## src/rtl/stepper_ramp_pulse_generator_core_defines.svh

```systemverilog
// Assertion macros shared by the stepper ramp pulse generator RTL.
// Every macro expects signals named clk and rst_n in the enclosing scope.
`ifndef STEPPER_RAMP_PULSE_GENERATOR_CORE_DEFINES_SVH
`define STEPPER_RAMP_PULSE_GENERATOR_CORE_DEFINES_SVH

// The consequent must hold in the same cycle as the antecedent.
`define SRPG_ASSERT_SAME(lbl, ante, cons, msg) \
    lbl: assert property (@(posedge clk) disable iff (!rst_n) (ante) |-> (cons)) \
        else $error(msg);

// The consequent must hold in the cycle after the antecedent.
`define SRPG_ASSERT_NEXT(lbl, ante, cons, msg) \
    lbl: assert property (@(posedge clk) disable iff (!rst_n) (ante) |=> (cons)) \
        else $error(msg);

`endif

```

## src/rtl/srpg_pkg.sv

```systemverilog
// Shared types, constants and helper functions of the stepper ramp pulse generator.
// It has no dependencies; every RTL module refers to it by scoped names.
package srpg_pkg;

    localparam int DELAY_W = 12;
    localparam int STEPS_W = 7;
    localparam int MOTOR_W = 3;
    localparam int CFG_IDX_W = 3;

    localparam logic [DELAY_W-1:0] DELAY_MAX  = 12'd4095;
    localparam logic [DELAY_W-1:0] DECEL_STEP = 12'd20;
    localparam logic [DELAY_W-1:0] ACCEL_FAST = 12'd10;
    localparam logic [DELAY_W-1:0] ACCEL_SLOW = 12'd5;

    localparam logic [DELAY_W-1:0] RST_START_DELAY = 12'd425;
    localparam logic [DELAY_W-1:0] RST_STAGE_ONE   = 12'd350;
    localparam logic [DELAY_W-1:0] RST_STAGE_TWO   = 12'd150;
    localparam logic [DELAY_W-1:0] RST_MIN_DELAY   = 12'd140;
    localparam logic [STEPS_W-1:0] RST_Q_ACCEL     = 7'd40;
    localparam logic [STEPS_W-1:0] RST_Q_DECEL     = 7'd10;
    localparam logic [STEPS_W-1:0] RST_H_ACCEL     = 7'd85;
    localparam logic [STEPS_W-1:0] RST_H_DECEL     = 7'd15;

    localparam logic       FUNC_MOVE     = 1'b0;
    localparam logic       FUNC_TICK     = 1'b1;
    localparam logic [1:0] TURNS_QUARTER = 2'd1;
    localparam logic [1:0] TURNS_HALF    = 2'd2;

    typedef enum logic [CFG_IDX_W-1:0] {
        REG_START_DELAY = 3'd0,
        REG_STAGE_ONE   = 3'd1,
        REG_STAGE_TWO   = 3'd2,
        REG_MIN_DELAY   = 3'd3,
        REG_Q_ACCEL     = 3'd4,
        REG_Q_DECEL     = 3'd5,
        REG_H_ACCEL     = 3'd6,
        REG_H_DECEL     = 3'd7
    } cfg_idx_t;

    typedef struct packed {
        logic [DELAY_W-1:0] start_delay;
        logic [DELAY_W-1:0] stage_one_threshold;
        logic [DELAY_W-1:0] stage_two_threshold;
        logic [DELAY_W-1:0] min_delay;
        logic [STEPS_W-1:0] quarter_accel_steps;
        logic [STEPS_W-1:0] quarter_decel_steps;
        logic [STEPS_W-1:0] half_accel_steps;
        logic [STEPS_W-1:0] half_decel_steps;
    } cfg_t;

    typedef struct packed {
        logic               direction;
        logic [1:0]         turns;
        logic [MOTOR_W-1:0] motor;
    } cmd_t;

    typedef struct packed {
        logic               rejected;
        logic               done_res;
        logic               busy_res;
        logic               dir_level;
        logic [MOTOR_W-1:0] motor_select;
        logic               step_level;
    } result_t;

    function automatic logic [DELAY_W-1:0] delay_at_least_one(input logic [DELAY_W-1:0] d);
        return (d == '0) ? DELAY_W'(1) : d;
    endfunction

    function automatic logic [STEPS_W-1:0] steps_at_least_one(input logic [STEPS_W-1:0] s);
        return (s == '0) ? STEPS_W'(1) : s;
    endfunction

    function automatic logic [DELAY_W-1:0] drop_floor(input logic [DELAY_W-1:0] d,
                                                      input logic [DELAY_W-1:0] by);
        return (d > by) ? (d - by) : DELAY_W'(1);
    endfunction

endpackage

```

## src/rtl/stepper_ramp_pulse_generator_core.sv

```systemverilog
// Top level of the stepper ramp pulse generator: input and result registers around
// the move state machine. Depends on srpg_pkg, srpg_cfg_regs, srpg_ramp and the defines.
`include "stepper_ramp_pulse_generator_core_defines.svh"

// Usage
// The slave stream carries one beat per command or microsecond tick: s_tuser selects
// a move command (0) or a tick (1), and s_tdata holds motor, turns and direction.
// Every accepted beat yields exactly one result beat on the master stream, carrying
// the step level, selected motor, direction level, busy, done and rejected flags.
// A result beat passes through one input register and one result register, with the
// move state updated as the beat leaves the input register. Throughput is one beat
// per cycle while the receiver keeps m_tready high.
// When the receiver stalls, the result register holds its beat and the input
// register still takes one more beat; s_tready then falls until m_tready returns.
// Reset empties both pipeline registers, clears the move state, and loads the
// configuration registers with their default ramp values. Configuration writes
// through cfg_we, cfg_index and cfg_data take effect on the next clock edge and
// should be made only while no beat is in flight and no move is active.
module stepper_ramp_pulse_generator_core #(
    parameter int NUM_MOTORS = 6
) (
    input  logic                            clk,
    input  logic                            rst_n,
    input  logic                            cfg_we,
    input  logic [srpg_pkg::CFG_IDX_W-1:0]  cfg_index,
    input  logic [srpg_pkg::DELAY_W-1:0]    cfg_data,
    input  logic                            s_tvalid,
    output logic                            s_tready,
    // [2:0] motor, [4:3] turns, [5] direction, [7:6] zero
    input  logic [7:0]                      s_tdata,
    // [0] func
    input  logic                            s_tuser,
    output logic                            m_tvalid,
    input  logic                            m_tready,
    // [0] step_level, [3:1] motor_select, [4] dir_level, [5] busy_res,
    // [6] done_res, [7] rejected
    output logic [7:0]                      m_tdata
);

    logic                   in_valid_reg, in_valid_next;
    logic                   in_func_reg;
    srpg_pkg::cmd_t         in_cmd_reg;
    logic                   out_valid_reg, out_valid_next;
    srpg_pkg::result_t      out_res_reg;
    srpg_pkg::result_t      res;
    srpg_pkg::cfg_t         cfg;
    logic                   advance;
    logic                   fire;
    logic                   take_in;

    assign advance  = !out_valid_reg || m_tready;
    assign fire     = in_valid_reg && advance;
    assign s_tready = !in_valid_reg || advance;
    assign take_in  = s_tvalid && s_tready;

    assign in_valid_next  = take_in ? 1'b1 : (advance ? 1'b0 : in_valid_reg);
    assign out_valid_next = advance ? in_valid_reg : out_valid_reg;

    srpg_cfg_regs u_cfg (
        .clk       (clk),
        .rst_n     (rst_n),
        .cfg_we    (cfg_we),
        .cfg_index (cfg_index),
        .cfg_data  (cfg_data),
        .cfg       (cfg)
    );

    srpg_ramp #(
        .NUM_MOTORS (NUM_MOTORS)
    ) u_ramp (
        .clk    (clk),
        .rst_n  (rst_n),
        .fire   (fire),
        .func   (in_func_reg),
        .cmd    (in_cmd_reg),
        .cfg    (cfg),
        .result (res)
    );

    always_ff @(posedge clk or negedge rst_n)
    begin
        if (!rst_n)
        begin
            in_valid_reg  <= 1'b0;
            out_valid_reg <= 1'b0;
        end
        else
        begin
            in_valid_reg  <= in_valid_next;
            out_valid_reg <= out_valid_next;
        end
    end

    always_ff @(posedge clk)
    begin
        if (take_in)
        begin
            in_func_reg <= s_tuser;
            in_cmd_reg  <= srpg_pkg::cmd_t'(s_tdata[5:0]);
        end
        if (fire)
        begin
            out_res_reg <= res;
        end
    end

    assign m_tvalid = out_valid_reg;
    assign m_tdata  = out_res_reg;

    `SRPG_ASSERT_SAME(a_done_ends_move, out_valid_reg && out_res_reg.done_res,
        !out_res_reg.busy_res && !out_res_reg.rejected,
        "Finishing beat reports a move still busy or a refusal")
    `SRPG_ASSERT_NEXT(a_stall_holds_result, out_valid_reg && !m_tready,
        out_valid_reg && $stable(out_res_reg),
        "Stalled result beat changed or vanished")
    `SRPG_ASSERT_SAME(a_no_accept_when_full, in_valid_reg && out_valid_reg && !m_tready,
        !s_tready, "Input taken while both pipeline registers are full")

endmodule

```

## src/rtl/srpg_cfg_regs.sv

```systemverilog
// Configuration register file of the stepper ramp pulse generator.
// Depends on srpg_pkg for the register index codes and the cfg_t bundle.
module srpg_cfg_regs (
    input  logic                                clk,
    input  logic                                rst_n,
    input  logic                                cfg_we,
    input  logic [srpg_pkg::CFG_IDX_W-1:0]      cfg_index,
    input  logic [srpg_pkg::DELAY_W-1:0]        cfg_data,
    output srpg_pkg::cfg_t                      cfg
);

    srpg_pkg::cfg_t cfg_reg;
    srpg_pkg::cfg_t cfg_next;

    always_comb
    begin
        cfg_next = cfg_reg;
        if (cfg_we)
        begin
            case (srpg_pkg::cfg_idx_t'(cfg_index))
                srpg_pkg::REG_START_DELAY: cfg_next.start_delay         = cfg_data;
                srpg_pkg::REG_STAGE_ONE:   cfg_next.stage_one_threshold = cfg_data;
                srpg_pkg::REG_STAGE_TWO:   cfg_next.stage_two_threshold = cfg_data;
                srpg_pkg::REG_MIN_DELAY:   cfg_next.min_delay           = cfg_data;
                srpg_pkg::REG_Q_ACCEL:
                    cfg_next.quarter_accel_steps = cfg_data[srpg_pkg::STEPS_W-1:0];
                srpg_pkg::REG_Q_DECEL:
                    cfg_next.quarter_decel_steps = cfg_data[srpg_pkg::STEPS_W-1:0];
                srpg_pkg::REG_H_ACCEL:
                    cfg_next.half_accel_steps = cfg_data[srpg_pkg::STEPS_W-1:0];
                srpg_pkg::REG_H_DECEL:
                    cfg_next.half_decel_steps = cfg_data[srpg_pkg::STEPS_W-1:0];
                default: cfg_next = cfg_reg;
            endcase
        end
    end

    always_ff @(posedge clk or negedge rst_n)
    begin
        if (!rst_n)
        begin
            cfg_reg.start_delay         <= srpg_pkg::RST_START_DELAY;
            cfg_reg.stage_one_threshold <= srpg_pkg::RST_STAGE_ONE;
            cfg_reg.stage_two_threshold <= srpg_pkg::RST_STAGE_TWO;
            cfg_reg.min_delay           <= srpg_pkg::RST_MIN_DELAY;
            cfg_reg.quarter_accel_steps <= srpg_pkg::RST_Q_ACCEL;
            cfg_reg.quarter_decel_steps <= srpg_pkg::RST_Q_DECEL;
            cfg_reg.half_accel_steps    <= srpg_pkg::RST_H_ACCEL;
            cfg_reg.half_decel_steps    <= srpg_pkg::RST_H_DECEL;
        end
        else
        begin
            cfg_reg <= cfg_next;
        end
    end

    assign cfg = cfg_reg;

endmodule

```

## src/rtl/srpg_ramp.sv

```systemverilog
// Move state and step timing of the stepper ramp pulse generator.
// Depends on srpg_pkg and on the assertion macros in the defines header.
`include "stepper_ramp_pulse_generator_core_defines.svh"

module srpg_ramp #(
    parameter int NUM_MOTORS = 6
) (
    input  logic                clk,
    input  logic                rst_n,
    input  logic                fire,
    input  logic                func,
    input  srpg_pkg::cmd_t      cmd,
    input  srpg_pkg::cfg_t      cfg,
    output srpg_pkg::result_t   result
);

    logic                               active_reg, active_next;
    logic                               half_mode_reg, half_mode_next;
    logic                               decel_phase_reg, decel_phase_next;
    logic [srpg_pkg::MOTOR_W-1:0]       motor_index_reg, motor_index_next;
    logic                               dir_held_reg, dir_held_next;
    logic [srpg_pkg::STEPS_W-1:0]       steps_left_reg, steps_left_next;
    logic [srpg_pkg::DELAY_W-1:0]       cur_delay_reg, cur_delay_next;
    logic [srpg_pkg::DELAY_W-1:0]       tick_left_reg, tick_left_next;
    logic                               pulse_high_reg, pulse_high_next;

    logic                               bad_cmd;
    logic [srpg_pkg::DELAY_W-1:0]       tick_dec;
    logic [srpg_pkg::STEPS_W-1:0]       steps_dec;
    logic [srpg_pkg::DELAY_W:0]         decel_sum;
    logic [srpg_pkg::DELAY_W-1:0]       new_delay;
    logic                               done;
    logic                               rej;

    // Motor numbers are compared one bit wider so that a count of eight still fits.
    assign bad_cmd = active_reg
                   || ({1'b0, cmd.motor} >= (srpg_pkg::MOTOR_W + 1)'(NUM_MOTORS))
                   || ((cmd.turns != srpg_pkg::TURNS_QUARTER)
                       && (cmd.turns != srpg_pkg::TURNS_HALF));

    assign tick_dec  = (tick_left_reg != '0) ? (tick_left_reg - 1'b1) : '0;
    assign steps_dec = (steps_left_reg != '0) ? (steps_left_reg - 1'b1) : '0;
    assign decel_sum = {1'b0, cur_delay_reg} + {1'b0, srpg_pkg::DECEL_STEP};

    // Delay applied at the end of each completed step.
    always_comb
    begin
        if (decel_phase_reg)
            new_delay = decel_sum[srpg_pkg::DELAY_W] ? srpg_pkg::DELAY_MAX
                                                    : decel_sum[srpg_pkg::DELAY_W-1:0];
        else if (cur_delay_reg > cfg.stage_one_threshold)
            new_delay = srpg_pkg::drop_floor(cur_delay_reg, srpg_pkg::ACCEL_FAST);
        else if (!half_mode_reg)
            new_delay = srpg_pkg::drop_floor(cur_delay_reg, srpg_pkg::ACCEL_SLOW);
        else if (cur_delay_reg > cfg.stage_two_threshold)
            new_delay = srpg_pkg::drop_floor(cur_delay_reg, srpg_pkg::ACCEL_SLOW);
        else if (cur_delay_reg > cfg.min_delay)
            new_delay = cur_delay_reg - 1'b1;
        else
            new_delay = cur_delay_reg;
    end

    always_comb
    begin
        active_next      = active_reg;
        half_mode_next   = half_mode_reg;
        decel_phase_next = decel_phase_reg;
        motor_index_next = motor_index_reg;
        dir_held_next    = dir_held_reg;
        steps_left_next  = steps_left_reg;
        cur_delay_next   = cur_delay_reg;
        tick_left_next   = tick_left_reg;
        pulse_high_next  = pulse_high_reg;
        done             = 1'b0;
        rej              = 1'b0;

        if (func == srpg_pkg::FUNC_MOVE)
        begin
            if (bad_cmd)
            begin
                rej = 1'b1;
            end
            else
            begin
                active_next      = 1'b1;
                half_mode_next   = (cmd.turns == srpg_pkg::TURNS_HALF);
                decel_phase_next = 1'b0;
                motor_index_next = cmd.motor;
                dir_held_next    = cmd.direction;
                steps_left_next  = srpg_pkg::steps_at_least_one(
                    (cmd.turns == srpg_pkg::TURNS_HALF) ? cfg.half_accel_steps
                                                        : cfg.quarter_accel_steps);
                cur_delay_next   = cfg.start_delay;
                tick_left_next   = srpg_pkg::delay_at_least_one(cfg.start_delay);
                pulse_high_next  = 1'b1;
            end
        end
        else if (active_reg)
        begin
            tick_left_next = tick_dec;
            if (tick_dec == '0)
            begin
                if (pulse_high_reg)
                begin
                    pulse_high_next = 1'b0;
                    tick_left_next  = srpg_pkg::delay_at_least_one(cur_delay_reg);
                end
                else
                begin
                    cur_delay_next  = new_delay;
                    steps_left_next = steps_dec;
                    if (steps_dec == '0)
                    begin
                        if (!decel_phase_reg)
                        begin
                            decel_phase_next = 1'b1;
                            steps_left_next  = srpg_pkg::steps_at_least_one(
                                half_mode_reg ? cfg.half_decel_steps : cfg.quarter_decel_steps);
                        end
                        else
                        begin
                            active_next = 1'b0;
                            done        = 1'b1;
                        end
                    end
                    if (done)
                    begin
                        pulse_high_next = 1'b0;
                        tick_left_next  = '0;
                    end
                    else
                    begin
                        pulse_high_next = 1'b1;
                        tick_left_next  = srpg_pkg::delay_at_least_one(new_delay);
                    end
                end
            end
        end
    end

    // A tick reports the level it was held at; a command reports the level after it.
    always_comb
    begin
        result.step_level   = (func == srpg_pkg::FUNC_MOVE) ? pulse_high_next : pulse_high_reg;
        result.motor_select = motor_index_next;
        result.dir_level    = dir_held_next;
        result.busy_res     = active_next;
        result.done_res     = done;
        result.rejected     = rej;
    end

    always_ff @(posedge clk or negedge rst_n)
    begin
        if (!rst_n)
        begin
            active_reg      <= 1'b0;
            half_mode_reg   <= 1'b0;
            decel_phase_reg <= 1'b0;
            motor_index_reg <= '0;
            dir_held_reg    <= 1'b0;
            steps_left_reg  <= '0;
            cur_delay_reg   <= '0;
            tick_left_reg   <= '0;
            pulse_high_reg  <= 1'b0;
        end
        else if (fire)
        begin
            active_reg      <= active_next;
            half_mode_reg   <= half_mode_next;
            decel_phase_reg <= decel_phase_next;
            motor_index_reg <= motor_index_next;
            dir_held_reg    <= dir_held_next;
            steps_left_reg  <= steps_left_next;
            cur_delay_reg   <= cur_delay_next;
            tick_left_reg   <= tick_left_next;
            pulse_high_reg  <= pulse_high_next;
        end
    end

    `SRPG_ASSERT_SAME(a_idle_pulse_low, !active_reg, !pulse_high_reg,
        "Step output high while no move is active")
    `SRPG_ASSERT_SAME(a_active_ticks_left, active_reg, tick_left_reg != '0,
        "Active move has an empty half-step timer")
    `SRPG_ASSERT_NEXT(a_reject_keeps_state, fire && rej,
        $stable(active_reg) && $stable(motor_index_reg) && $stable(cur_delay_reg),
        "Refused command altered the move state")

endmodule

```

## config.mk

```make
export PLATFORM = sky130hd
export DESIGN_NAME = stepper_ramp_pulse_generator_core
export DESIGN_NICKNAME = d
export VERILOG_FILES = /design/src/rtl/srpg_pkg.sv /design/src/rtl/stepper_ramp_pulse_generator_core.sv /design/src/rtl/srpg_cfg_regs.sv /design/src/rtl/srpg_ramp.sv
export VERILOG_INCLUDE_DIRS = /design/src /design/src/rtl
export SDC_FILE = /design/constraint.sdc
export NUM_CORES = 1
export LEC_CHECK = 0
export ABC_AREA = 1
export BUFFER_PORTS_ARGS = -buffer_cell sky130_fd_sc_hd__buf_2
export CAP_MARGIN = 25
export CELL_PAD_IN_SITES_DETAIL_PLACEMENT = 1
export CELL_PAD_IN_SITES_GLOBAL_PLACEMENT = 1
export CORE_MARGIN = 2
export CORE_UTILIZATION = 33
export DETAILED_ROUTE_END_ITERATION = 10
export PLACE_DENSITY_LB_ADDON = 0.1
export SETUP_SLACK_MARGIN = 0.1
export SYNTH_ARGS = -nofsm -noshare
export SYNTH_HDL_FRONTEND = slang
export SYNTH_SLANG_ARGS = --single-unit
```

## constraint.sdc

```tcl
create_clock -name clk -period 2.79 [get_ports clk]
set_input_delay 0.558 -clock clk [delete_from_list [all_inputs] [get_ports clk]]
set_output_delay 0.558 -clock clk [all_outputs]
set_load 0.05 [all_outputs]
```

Yosys cells after proc, flatten, opt, wreduce, memory -nomap -nowiden --
Index checks and enable logic that the tools add are counted.
Storage, ports and cells: bits in registers 132, output and inout port bits 10
Operators by class: add/subtract/negate cells 6, order comparisons 6, equality and inequality tests 15, mux-type cells 68, bitwise logic cells 4, reduce and logical (&&, ||, !) cells 33
Operators with widths (number):
- two-way mux 12 bit | 23
- two-way mux 7 bit | 12
- logical NOT 12 bit | 4
- > comparator 12 bit | 3
- two-way mux 1 bit | 31
- subtractor 12 x 1 -> 12 bit (second input constant) | 2
- logical NOT 7 bit | 3
- AND reduction 2 bit | 8
- adder 12 x 5 -> 13 bit (second input constant) | 1
- equality test 3 bit (second input constant) | 4
- > comparator 12 x 3 -> 1 bit (second input constant) | 1
- > comparator 12 x 4 -> 1 bit (second input constant) | 1
- nonzero test 12 bit | 1
- subtractor 12 x 3 -> 12 bit (second input constant) | 1
- subtractor 12 x 4 -> 12 bit (second input constant) | 1
- != test 2 x 1 -> 1 bit (second input constant) | 4
- nonzero test 7 bit | 1
- subtractor 7 x 1 -> 7 bit (second input constant) | 1
- equality test 3 x 2 -> 1 bit (second input constant) | 2
- two-way mux 3 bit | 2
- != test 2 bit (second input constant) | 3
- AND reduction 3 bit | 2
- AND reduction 6 bit | 1
- AND reduction 5 bit | 1
- other kinds (10) | 19

Depth between registers and ports, before layout --
Gate-level depths: netlist of run 1.
word-level depth 14, mapped depth 25

Hierarchy --
A second synthesis of run 1 with hierarchy kept.
Unflattened totals: cells, all modules 1289, area total of the unflattened synthesis 9096.2 um^2
Modules (own cells, without submodules):
- srpg_ramp | instances 1, cells each 910, area an instance 5446.5 um^2, sequential area each 975.9 um^2
- srpg_cfg_regs | instances 1, cells each 352, area an instance 3104.2 um^2, sequential area each 1939.4 um^2
- stepper_ramp_pulse_generator_core | instances 1, cells each 27, area an instance 545.5 um^2, sequential area each 500.5 um^2

Worst setup path after synthesis of run 1 --
OpenSTA, ideal clock, no wires.
path type register to register, start register u_ramp.cur_delay_reg[0] (netlist bit), end register u_ramp.tick_left_reg[3] (netlist bit), arrival 2440 ps, required time 2711 ps, path slack 271 ps, cell stages (with the launch flop) 19, path buffers 0, path through dfrtp_1 -> clkinv_1 -> ha_1 -> o21bai_1 -> nand2_1 -> nand2_1 -> nand2_1 -> nand3_1 -> nand2_1 -> nor2_1 -> nand2_1 -> nand2_1 -> inv_1 -> nand2_1 -> nand2_1 -> o21ai_0 -> a21oi_1 -> o21a_1 -> o21ai_1
On the way: cells in the longest elaborated chain, start to end 13, elaborated cells between the ends (all ways) 26, classes of those cells add/sub: 4; order compare: 5; mux: 15; reduce/logical: 2
Ends and longest elaborated chain:
- from (decl) | line srpg_ramp.sv:23 | logic [srpg_pkg::DELAY_W-1:0] cur_delay_reg, cur_delay_next;
- from (signal assigned) | line srpg_ramp.sv:174 | cur_delay_reg <= cur_delay_next;
- subtractor 12 x 1 -> 12 bit, or another cell as far along | line srpg_ramp.sv:58 | new_delay = cur_delay_reg - 1'b1;
- two-way mux 12 bit, on equally long branches | line srpg_ramp.sv:57, srpg_pkg.sv:76
- two-way mux 12 bit | line srpg_ramp.sv:55 | else if (cur_delay_reg > cfg.stage_two_threshold)
- two-way mux 12 bit | line srpg_ramp.sv:53 | else if (!half_mode_reg)
- two-way mux 12 bit | line srpg_ramp.sv:51 | else if (cur_delay_reg > cfg.stage_one_threshold)
- two-way mux 12 bit | line srpg_ramp.sv:48 | if (decel_phase_reg)
- logical NOT 12 bit | line srpg_pkg.sv:67 | return (d == '0) ? DELAY_W'(1) : d;
- two-way mux 12 bit | line srpg_pkg.sv:67
- two-way mux 12 bit | line srpg_ramp.sv:126 | if (done)
- two-way mux 12 bit * | line srpg_ramp.sv:103 | if (pulse_high_reg)
- two-way mux 12 bit * | line srpg_ramp.sv:101 | if (tick_dec == '0)
- two-way mux 12 bit * | line srpg_ramp.sv:98 | else if (active_reg)
- two-way mux 12 bit * | line srpg_ramp.sv:77 | if (func == srpg_pkg::FUNC_MOVE)
- to (signal assigned) | line srpg_ramp.sv:175 | tick_left_reg <= tick_left_next;
- to (decl) | line srpg_ramp.sv:24 | logic [srpg_pkg::DELAY_W-1:0] tick_left_reg, tick_left_next;
Every way passes the cells marked *; elsewhere a longest branch is shown, timed or not. The select of a mux whose other input is x is not followed. A chain may end at the register's enable or synchronous reset.

Worst setup path after layout of run 1 --
start register u_ramp.tick_left_reg[0] (netlist bit), end register u_ramp.tick_left_reg[4] (netlist bit)
On the way: cells in the longest elaborated chain, start to end 6, elaborated cells between the ends (all ways) 7, classes of those cells add/sub: 1; mux: 4; reduce/logical: 2
Ends and longest elaborated chain:
- subtractor 12 x 1 -> 12 bit or nonzero test 12 bit (tied branches) | line srpg_ramp.sv:41 | assign tick_dec = (tick_left_reg != '0) ? (tick_left_reg - 1'b1) : '0;
- two-way mux 12 bit * | line srpg_ramp.sv:41
- logical NOT 12 bit | line srpg_ramp.sv:101
- two-way mux 12 bit * | line srpg_ramp.sv:101
- two-way mux 12 bit * | line srpg_ramp.sv:98
- two-way mux 12 bit * | line srpg_ramp.sv:77
Marks and branches as above.

==> results of run 1 <==
[cells by family after synthesis]
kind of cell               Yosys count  share of synthesized area, %
xor gates and xnor gates            24                         2.398
buffers and inverters              200                         8.993
DFF                                132                         38.97
AOI/OAI and AO/OA                  220                         13.85
adders and majority gates           51                         7.280
and+or+nand+nor                    590                         28.39
muxes                                1                        0.1142
[worst max-delay path: cells and delay by family, from the launching register on]
family                     cells  cell delay (ns)
buffers and inverters          6             0.69
adders and majority gates      1             0.15
AOI/OAI and AO/OA              2             0.19
DFF                            1             0.42
and+or+nand+nor               10             1.28
[metal layers]
layer  wire, µm  track usage, %  vias up
met5          0               0        -
met4        448           5.472        0
met3        529           2.495       28
met2      15550           37.77       80
met1      14920           30.45     4271
li1           -               -     4304
[stage by stage]
stage                     area, µm²  utilization, %  hold slack [ns]
after floorplan                8765               -           0.2624
after global placement        10150           38.94           0.4669
after detailed placement      10150           38.94           0.4724
after CTS                     11280           43.30           0.1480
after global routing          12030           46.16           0.1522
final                         12030           46.16           0.1176
[cell type report]
type                            instances  area [µm²]
Clock buffer                           18       439.2
Clock inverter                         14       138.9
Fill cell                            3200       14030
Inverter                              159       619.3
Multi-Input combinational cell        886        5349
Sequential cell                       132        3427
Tap cell                              335       419.2
Timing Repair Buffer                  200        1637
[path summary, 6_finish.rpt]
kind                                           end  depth (start not counted)
max                        u_ramp.tick_left_reg[4]                         19
min                                   u_cfg.cfg[4]                          1
max reg2reg                u_ramp.tick_left_reg[4]                         19
min reg2reg                          u_cfg.cfg[10]                          2
max in group asynchronous            u_cfg.cfg[13]                          2
min in group clk                     in_cmd_reg[3]                          1
[placed cells by master (no fill, tap or decap), types with 18 or more instances in the layout]
master,netlist,routed
clkbuf_16,0,20
o21ai_1,8,18
inv_2,6,22
nand2_1,365,317
ha_1,51,37
nor2_4,1,20
nor2_1,98,66
buf_2,11,35
dfstp_2,30,30
nand3_1,77,69
inv_1,147,128
buf_4,0,134
o21ai_0,112,90
dfrtp_1,87,78
xor2_1,23,23
a21oi_1,56,45
buf_6,3,20
nand2_2,5,43
[report_power, final]
group | internal (mW) | switching (mW)
Combinational | 3.97 | 5.28
Clock | 1.27 | 0.991
Sequential | 2.54 | 0.486
Total | 7.79 | 6.76
[repair_timing]
| item | CTS | global route |
|---|---|---|
| buffers inserted | 23 | 17 |
| gates cloned | 0 | 3 |
| pin swaps | 31 | 60 |
| gates resized for setup | 105 | 159 |
| setup endpoints to repair | 36 | 36 |
==> flow_summary.toml, run 1 <==
[synthesis]
synth_area_leaders = "dfrtp_1, nand2_1, dfstp_2, ha_1, o21ai_0"
post_synth_num_cell_types = 53
ys_seq_area_share_pct = 38.97
syn_inst = 1218
yosys.area.top_type_share_pct = 24.84
yosysWarningCount = 0
synthArstFlopShare_pct = 88.64
yosys-top-cells-count = "nand2_1, inv_1, o21ai_0"
yosys.area.top_type = "dfrtp_1"
yosysMostFrequentCell = "nand2_1"
synth_fp_nets = 1298
synth_ff_type = "dfrtp_1"
synth_edf_count = 15
avgSynthCellArea_um2 = 7.196
synth-seq-cells = 132
synth_area_um2 = 8765

[timing]
maxSlewHeadroom_pct = 46.31
drv_slew = 0
fin_crit_ns = 2.819
worst_slew_pin_slew_ns = 0.8034
setup_violations = 4
setup_ws_ns = -0.02853
post-route-period-util_pct = 101.0
fin_worst_skew_ns = 0.02247
finalHoldViolations = 0
grt_setup_unrepaired = "true"
max_freq_mhz = 354.8
fin_setup_tns_ns = -0.07173

[die]
die_h_um = 167.0
initial_core_util_pct = 33.63
ioPinCount = 39
die-area_um2 = 27880
num_rows = 59
die_w_um = 167.0
coreArea_um2 = 26060

[run]
drv_cap = 0

[routing]
drc = 0
drt_first_iter_violations = 467
wl_per_cell_um = 18.03
ant_nets = 0
vias = 8683
drt_wl_total_um = 31450
via_per_inst = 4.979
drt-pass1-iter-count = 4

[setup_path]
slowest_stage = "dfrtp_1"
cp_cell_sequence = "inv_2 > ha_4 > nand3_4 > nor2_4 > inv_2 > nor3_4 > buf_6 > nor2_4 > inv_2 > nand2_4 > nor4_4 > nand3_4 > buf_6 > buf_6 > a21oi_2 > nand2_1 > nand2_1 > nand2_1 > o21ai_1"
end_kind = "register"
path_max_fanout = 5
start_kind = "register"
r2r-start = "u_ramp.tick_left_reg[0]"
timing.critical_path.from = "u_ramp.tick_left_reg[0]"
cp.arrival_ns = 3.16
regToRegSetupSlack_ns = -0.03
worstSetupPathType = "register to register"
crit_path_max_incr_delay_ns = 0.42
required_ns = 3.14

[global_route]
grt_first_pass_wirelength_um = 48990
antenna_found_initial = 0
grt_pass1_vias = 8852
grt_max_degree = 43
grt.overflow.total = 0
gr-usage-all-layers_pct = 22.29

[final_layout]
num_antenna_cells = 0
drive_gt1_share_pct = 32.72
syn_to_final_growth_pct = 37.24
largest_reg_flops = 76
stdcell_count = 1744
final_nets = 1476

[clocking]
worstSkewPairLatency_ns = 0.43
clk_path_buf_depth = 2
clock_sinks = 132
cts-root-buf = "clkbuf_16"
cts_hold_buf = 0
cts.clk_slew.worst_paths_ns = 0.07
htreeDepth = 4
cts_tree = "built"
cts_buffers = 17

[power_and_ir_drop]
finalPower_mw = 14.55
power_density_nw_per_um2 = 1209
ir_drop_mv = 0.4800
p_leak_nw = 5.739

[status]
violations = "negative setup slack"
outcome = "finished with violations"

[placement]
dp_hpwl_um = 22860
place_ws_ns = -0.3271
place_congestion = 0.8408
portBuffers = 36
dp.cells = 1669

[min_path]
hp-class = "primary input to asynchronous set/reset pin"
Power figures use the tool's default switching activity.
==> run 2: changes to the inputs <==
--- a/config.mk
+++ b/config.mk
@@ -14,7 +14,7 @@
 export CORE_MARGIN = 2
 export CORE_UTILIZATION = 33
 export DETAILED_ROUTE_END_ITERATION = 10
-export PLACE_DENSITY_LB_ADDON = 0.1
+export PLACE_DENSITY = 0.72
 export SETUP_SLACK_MARGIN = 0.1
 export SYNTH_ARGS = -nofsm -noshare
 export SYNTH_HDL_FRONTEND = slang
==> flow_summary.toml, run 2 (same netlist as run 1, synthesis figures left out) <==
[final_layout]
num_antenna_cells = 0
stdcell_count = 1711
n_fill_cell = 3233
syn_to_final_growth_pct = 30.63
final_common_cell = "nand2_1"
drive_gt1_share_pct = 27.54
final_nets = 1443
mostFrequentLayoutCells = "nand2_1, inv_1, buf_4, o21ai_0, dfrtp_1"
largest_reg_flops = 76
final_cell_area_um2 = 11450

[timing]
setup_ws_ns = -0.05298
post-route-period-util_pct = 101.9
finalHoldViolations = 0
fin_crit_ns = 2.843
worst_slew_pin_slew_ns = 0.8134
setup_violations = 9
max_freq_mhz = 351.7
fin_worst_skew_ns = 0.008887
drv_slew = 0
maxSlewHeadroom_pct = 45.64
grt_setup_unrepaired = "true"

[clocking]
clock_sinks = 132
cts_tree = "built"
clk_path_buf_depth = 2
cts.clk_slew.worst_paths_ns = 0.06
cts_buffers = 17
worstSkewPairLatency_ns = 0.43
htreeDepth = 4
cts-root-buf = "clkbuf_16"
cts_hold_buf = 0

[power_and_ir_drop]
p_leak_nw = 5.521
ir_drop_mv = 0.4942
power_density_nw_per_um2 = 1205

[global_route]
grt.overflow.total = 0
grt_max_degree = 50
grt_pass1_vias = 9077
gr-usage-all-layers_pct = 21.83
antenna_found_initial = 0
grt_first_pass_wirelength_um = 48510

[placement]
portBuffers = 36
placed_area_um2 = 9942
dp.cells = 1645
dp_hpwl_um = 21670
place_ws_ns = -0.2009
place_congestion = 0.9207

[setup_path]
end_kind = "register"
path_max_fanout = 8
worst-path-buf-inv = 6
slowest_stage = "dfrtp_1"
required_ns = 3.12
cp_cell_sequence = "inv_2 > ha_4 > nand3_4 > nor2_4 > inv_2 > nor3_4 > buf_4 > clkinvlp_4 > nand2_2 > nand3_2 > a21oi_2 > nand4_1 > nand2_1 > nand3_4 > clkinv_8 > buf_12 > nor2_1 > a31oi_1"
cp.arrival_ns = 3.18
rr_worst_depth = 18
crit_path_max_incr_delay_ns = 0.39
crit_cells = 18
worstSetupPathType = "register to register"
crit_family = "simple AND/OR/NAND/NOR gates"
start_kind = "register"

[die]
die_w_um = 167.0
coreArea_um2 = 26060
num_rows = 59
die_h_um = 167.0
die-area_um2 = 27880
initial_core_util_pct = 33.63
ioPinCount = 39

[run]
drv_cap = 0

[routing]
drt-pass1-iter-count = 5
vias = 8811
drc = 0
drt_wl_total_um = 31000
ant_nets = 0
drt_first_iter_violations = 524
via_per_inst = 5.150
wl_per_cell_um = 18.12

[status]
outcome = "finished with violations"
violations = "negative setup slack"

[min_path]
hp-class = "primary input to asynchronous set/reset pin"
-- run 2: power breakdown --
group	internal (mW)	switching [mW]	total [mW]	leakage (nW)
sequential	2.54	0.503	3.05	1.52
combinational	3.38	5.19	8.57	3.73
clock	1.26	0.912	2.17	0.279
-- run 2: worst paths after layout --
kind | from | end | slack (ns)
setup / recovery | u_ramp.tick_left_reg[0] | u_ramp.cur_delay_reg[2] | -0.05
hold / removal | rst_n | u_cfg.cfg[5] | 0.09
setup reg to reg | u_ramp.tick_left_reg[0] | u_ramp.cur_delay_reg[2] | -0.05
hold reg to reg | u_cfg.cfg[18] | u_cfg.cfg[18] | 0.48
max in group asynchronous | rst_n | u_ramp.cur_delay_reg[11] | 1.83
min in group clk | s_tdata[1] | in_cmd_reg[1] | 0.31
-- run 2: stage by stage --
step                utilization, %  total power, mW  setup TNS, ns  hold WS, ns
floorplan                        -            7.083              0       0.2624
global placement             38.15            9.627        -0.2150       0.4645
detailed placement           38.15            9.876        -0.7132       0.4752
CTS                          41.93            12.81              0       0.1005
global route                 43.94            14.79         -2.627       0.1308
finish                       43.94            13.80        -0.1597      0.09286
-- run 2: layout make-up --
| class | instances | area (µm²) | share of cell area, % |
|---|---|---|---|
| clock inverter | 13 | 122.6 | 1.071 |
| timing repair inverter | 1 | 7.507 | 0.06557 |
| timing repair buffer | 166 | 1320 | 11.53 |
| clock buffer | 19 | 442.9 | 3.868 |
| tap | 335 | 419.2 | 3.661 |
| inverter | 159 | 628.1 | 5.486 |
| sequential | 132 | 3426 | 29.92 |
| multi-input combinational | 886 | 5084 | 44.40 |
-- run 2: worst register-to-register path, stage by stage (launching register included) --
cell and delay, ns:
dfrtp_1 0.39, inv_2 0.11, ha_4 0.16, nand3_4 0.08
nor2_4 0.14, inv_2 0.06, nor3_4 0.24, buf_4 0.16
clkinvlp_4 0.12, nand2_2 0.11, nand3_2 0.12, a21oi_2 0.15
nand4_1 0.17, nand2_1 0.15, nand3_4 0.13, clkinv_8 0.12
buf_12 0.14, nor2_1 0.05, a31oi_1 0.16
-- run 2: routing by layer --
layer | GRT usage [%] | routed length [µm] | vias to the layer above
met2 | 38.25 | 15650 | 178
met3 | 2.448 | 1096 | 53
met1 | 28.15 | 13510 | 4334
met4 | 6.897 | 749 | 0
met5 | 0 | 0 | -
li1 | - | - | 4246
-- run 2: timing repair --
action / CTS / global route
gates resized for setup: 79 / 120
cloned: 2 / 2
pin swaps: 26 / 27
buffers inserted: 13 / 18
endpoints found under the setup margin: 33 / 36
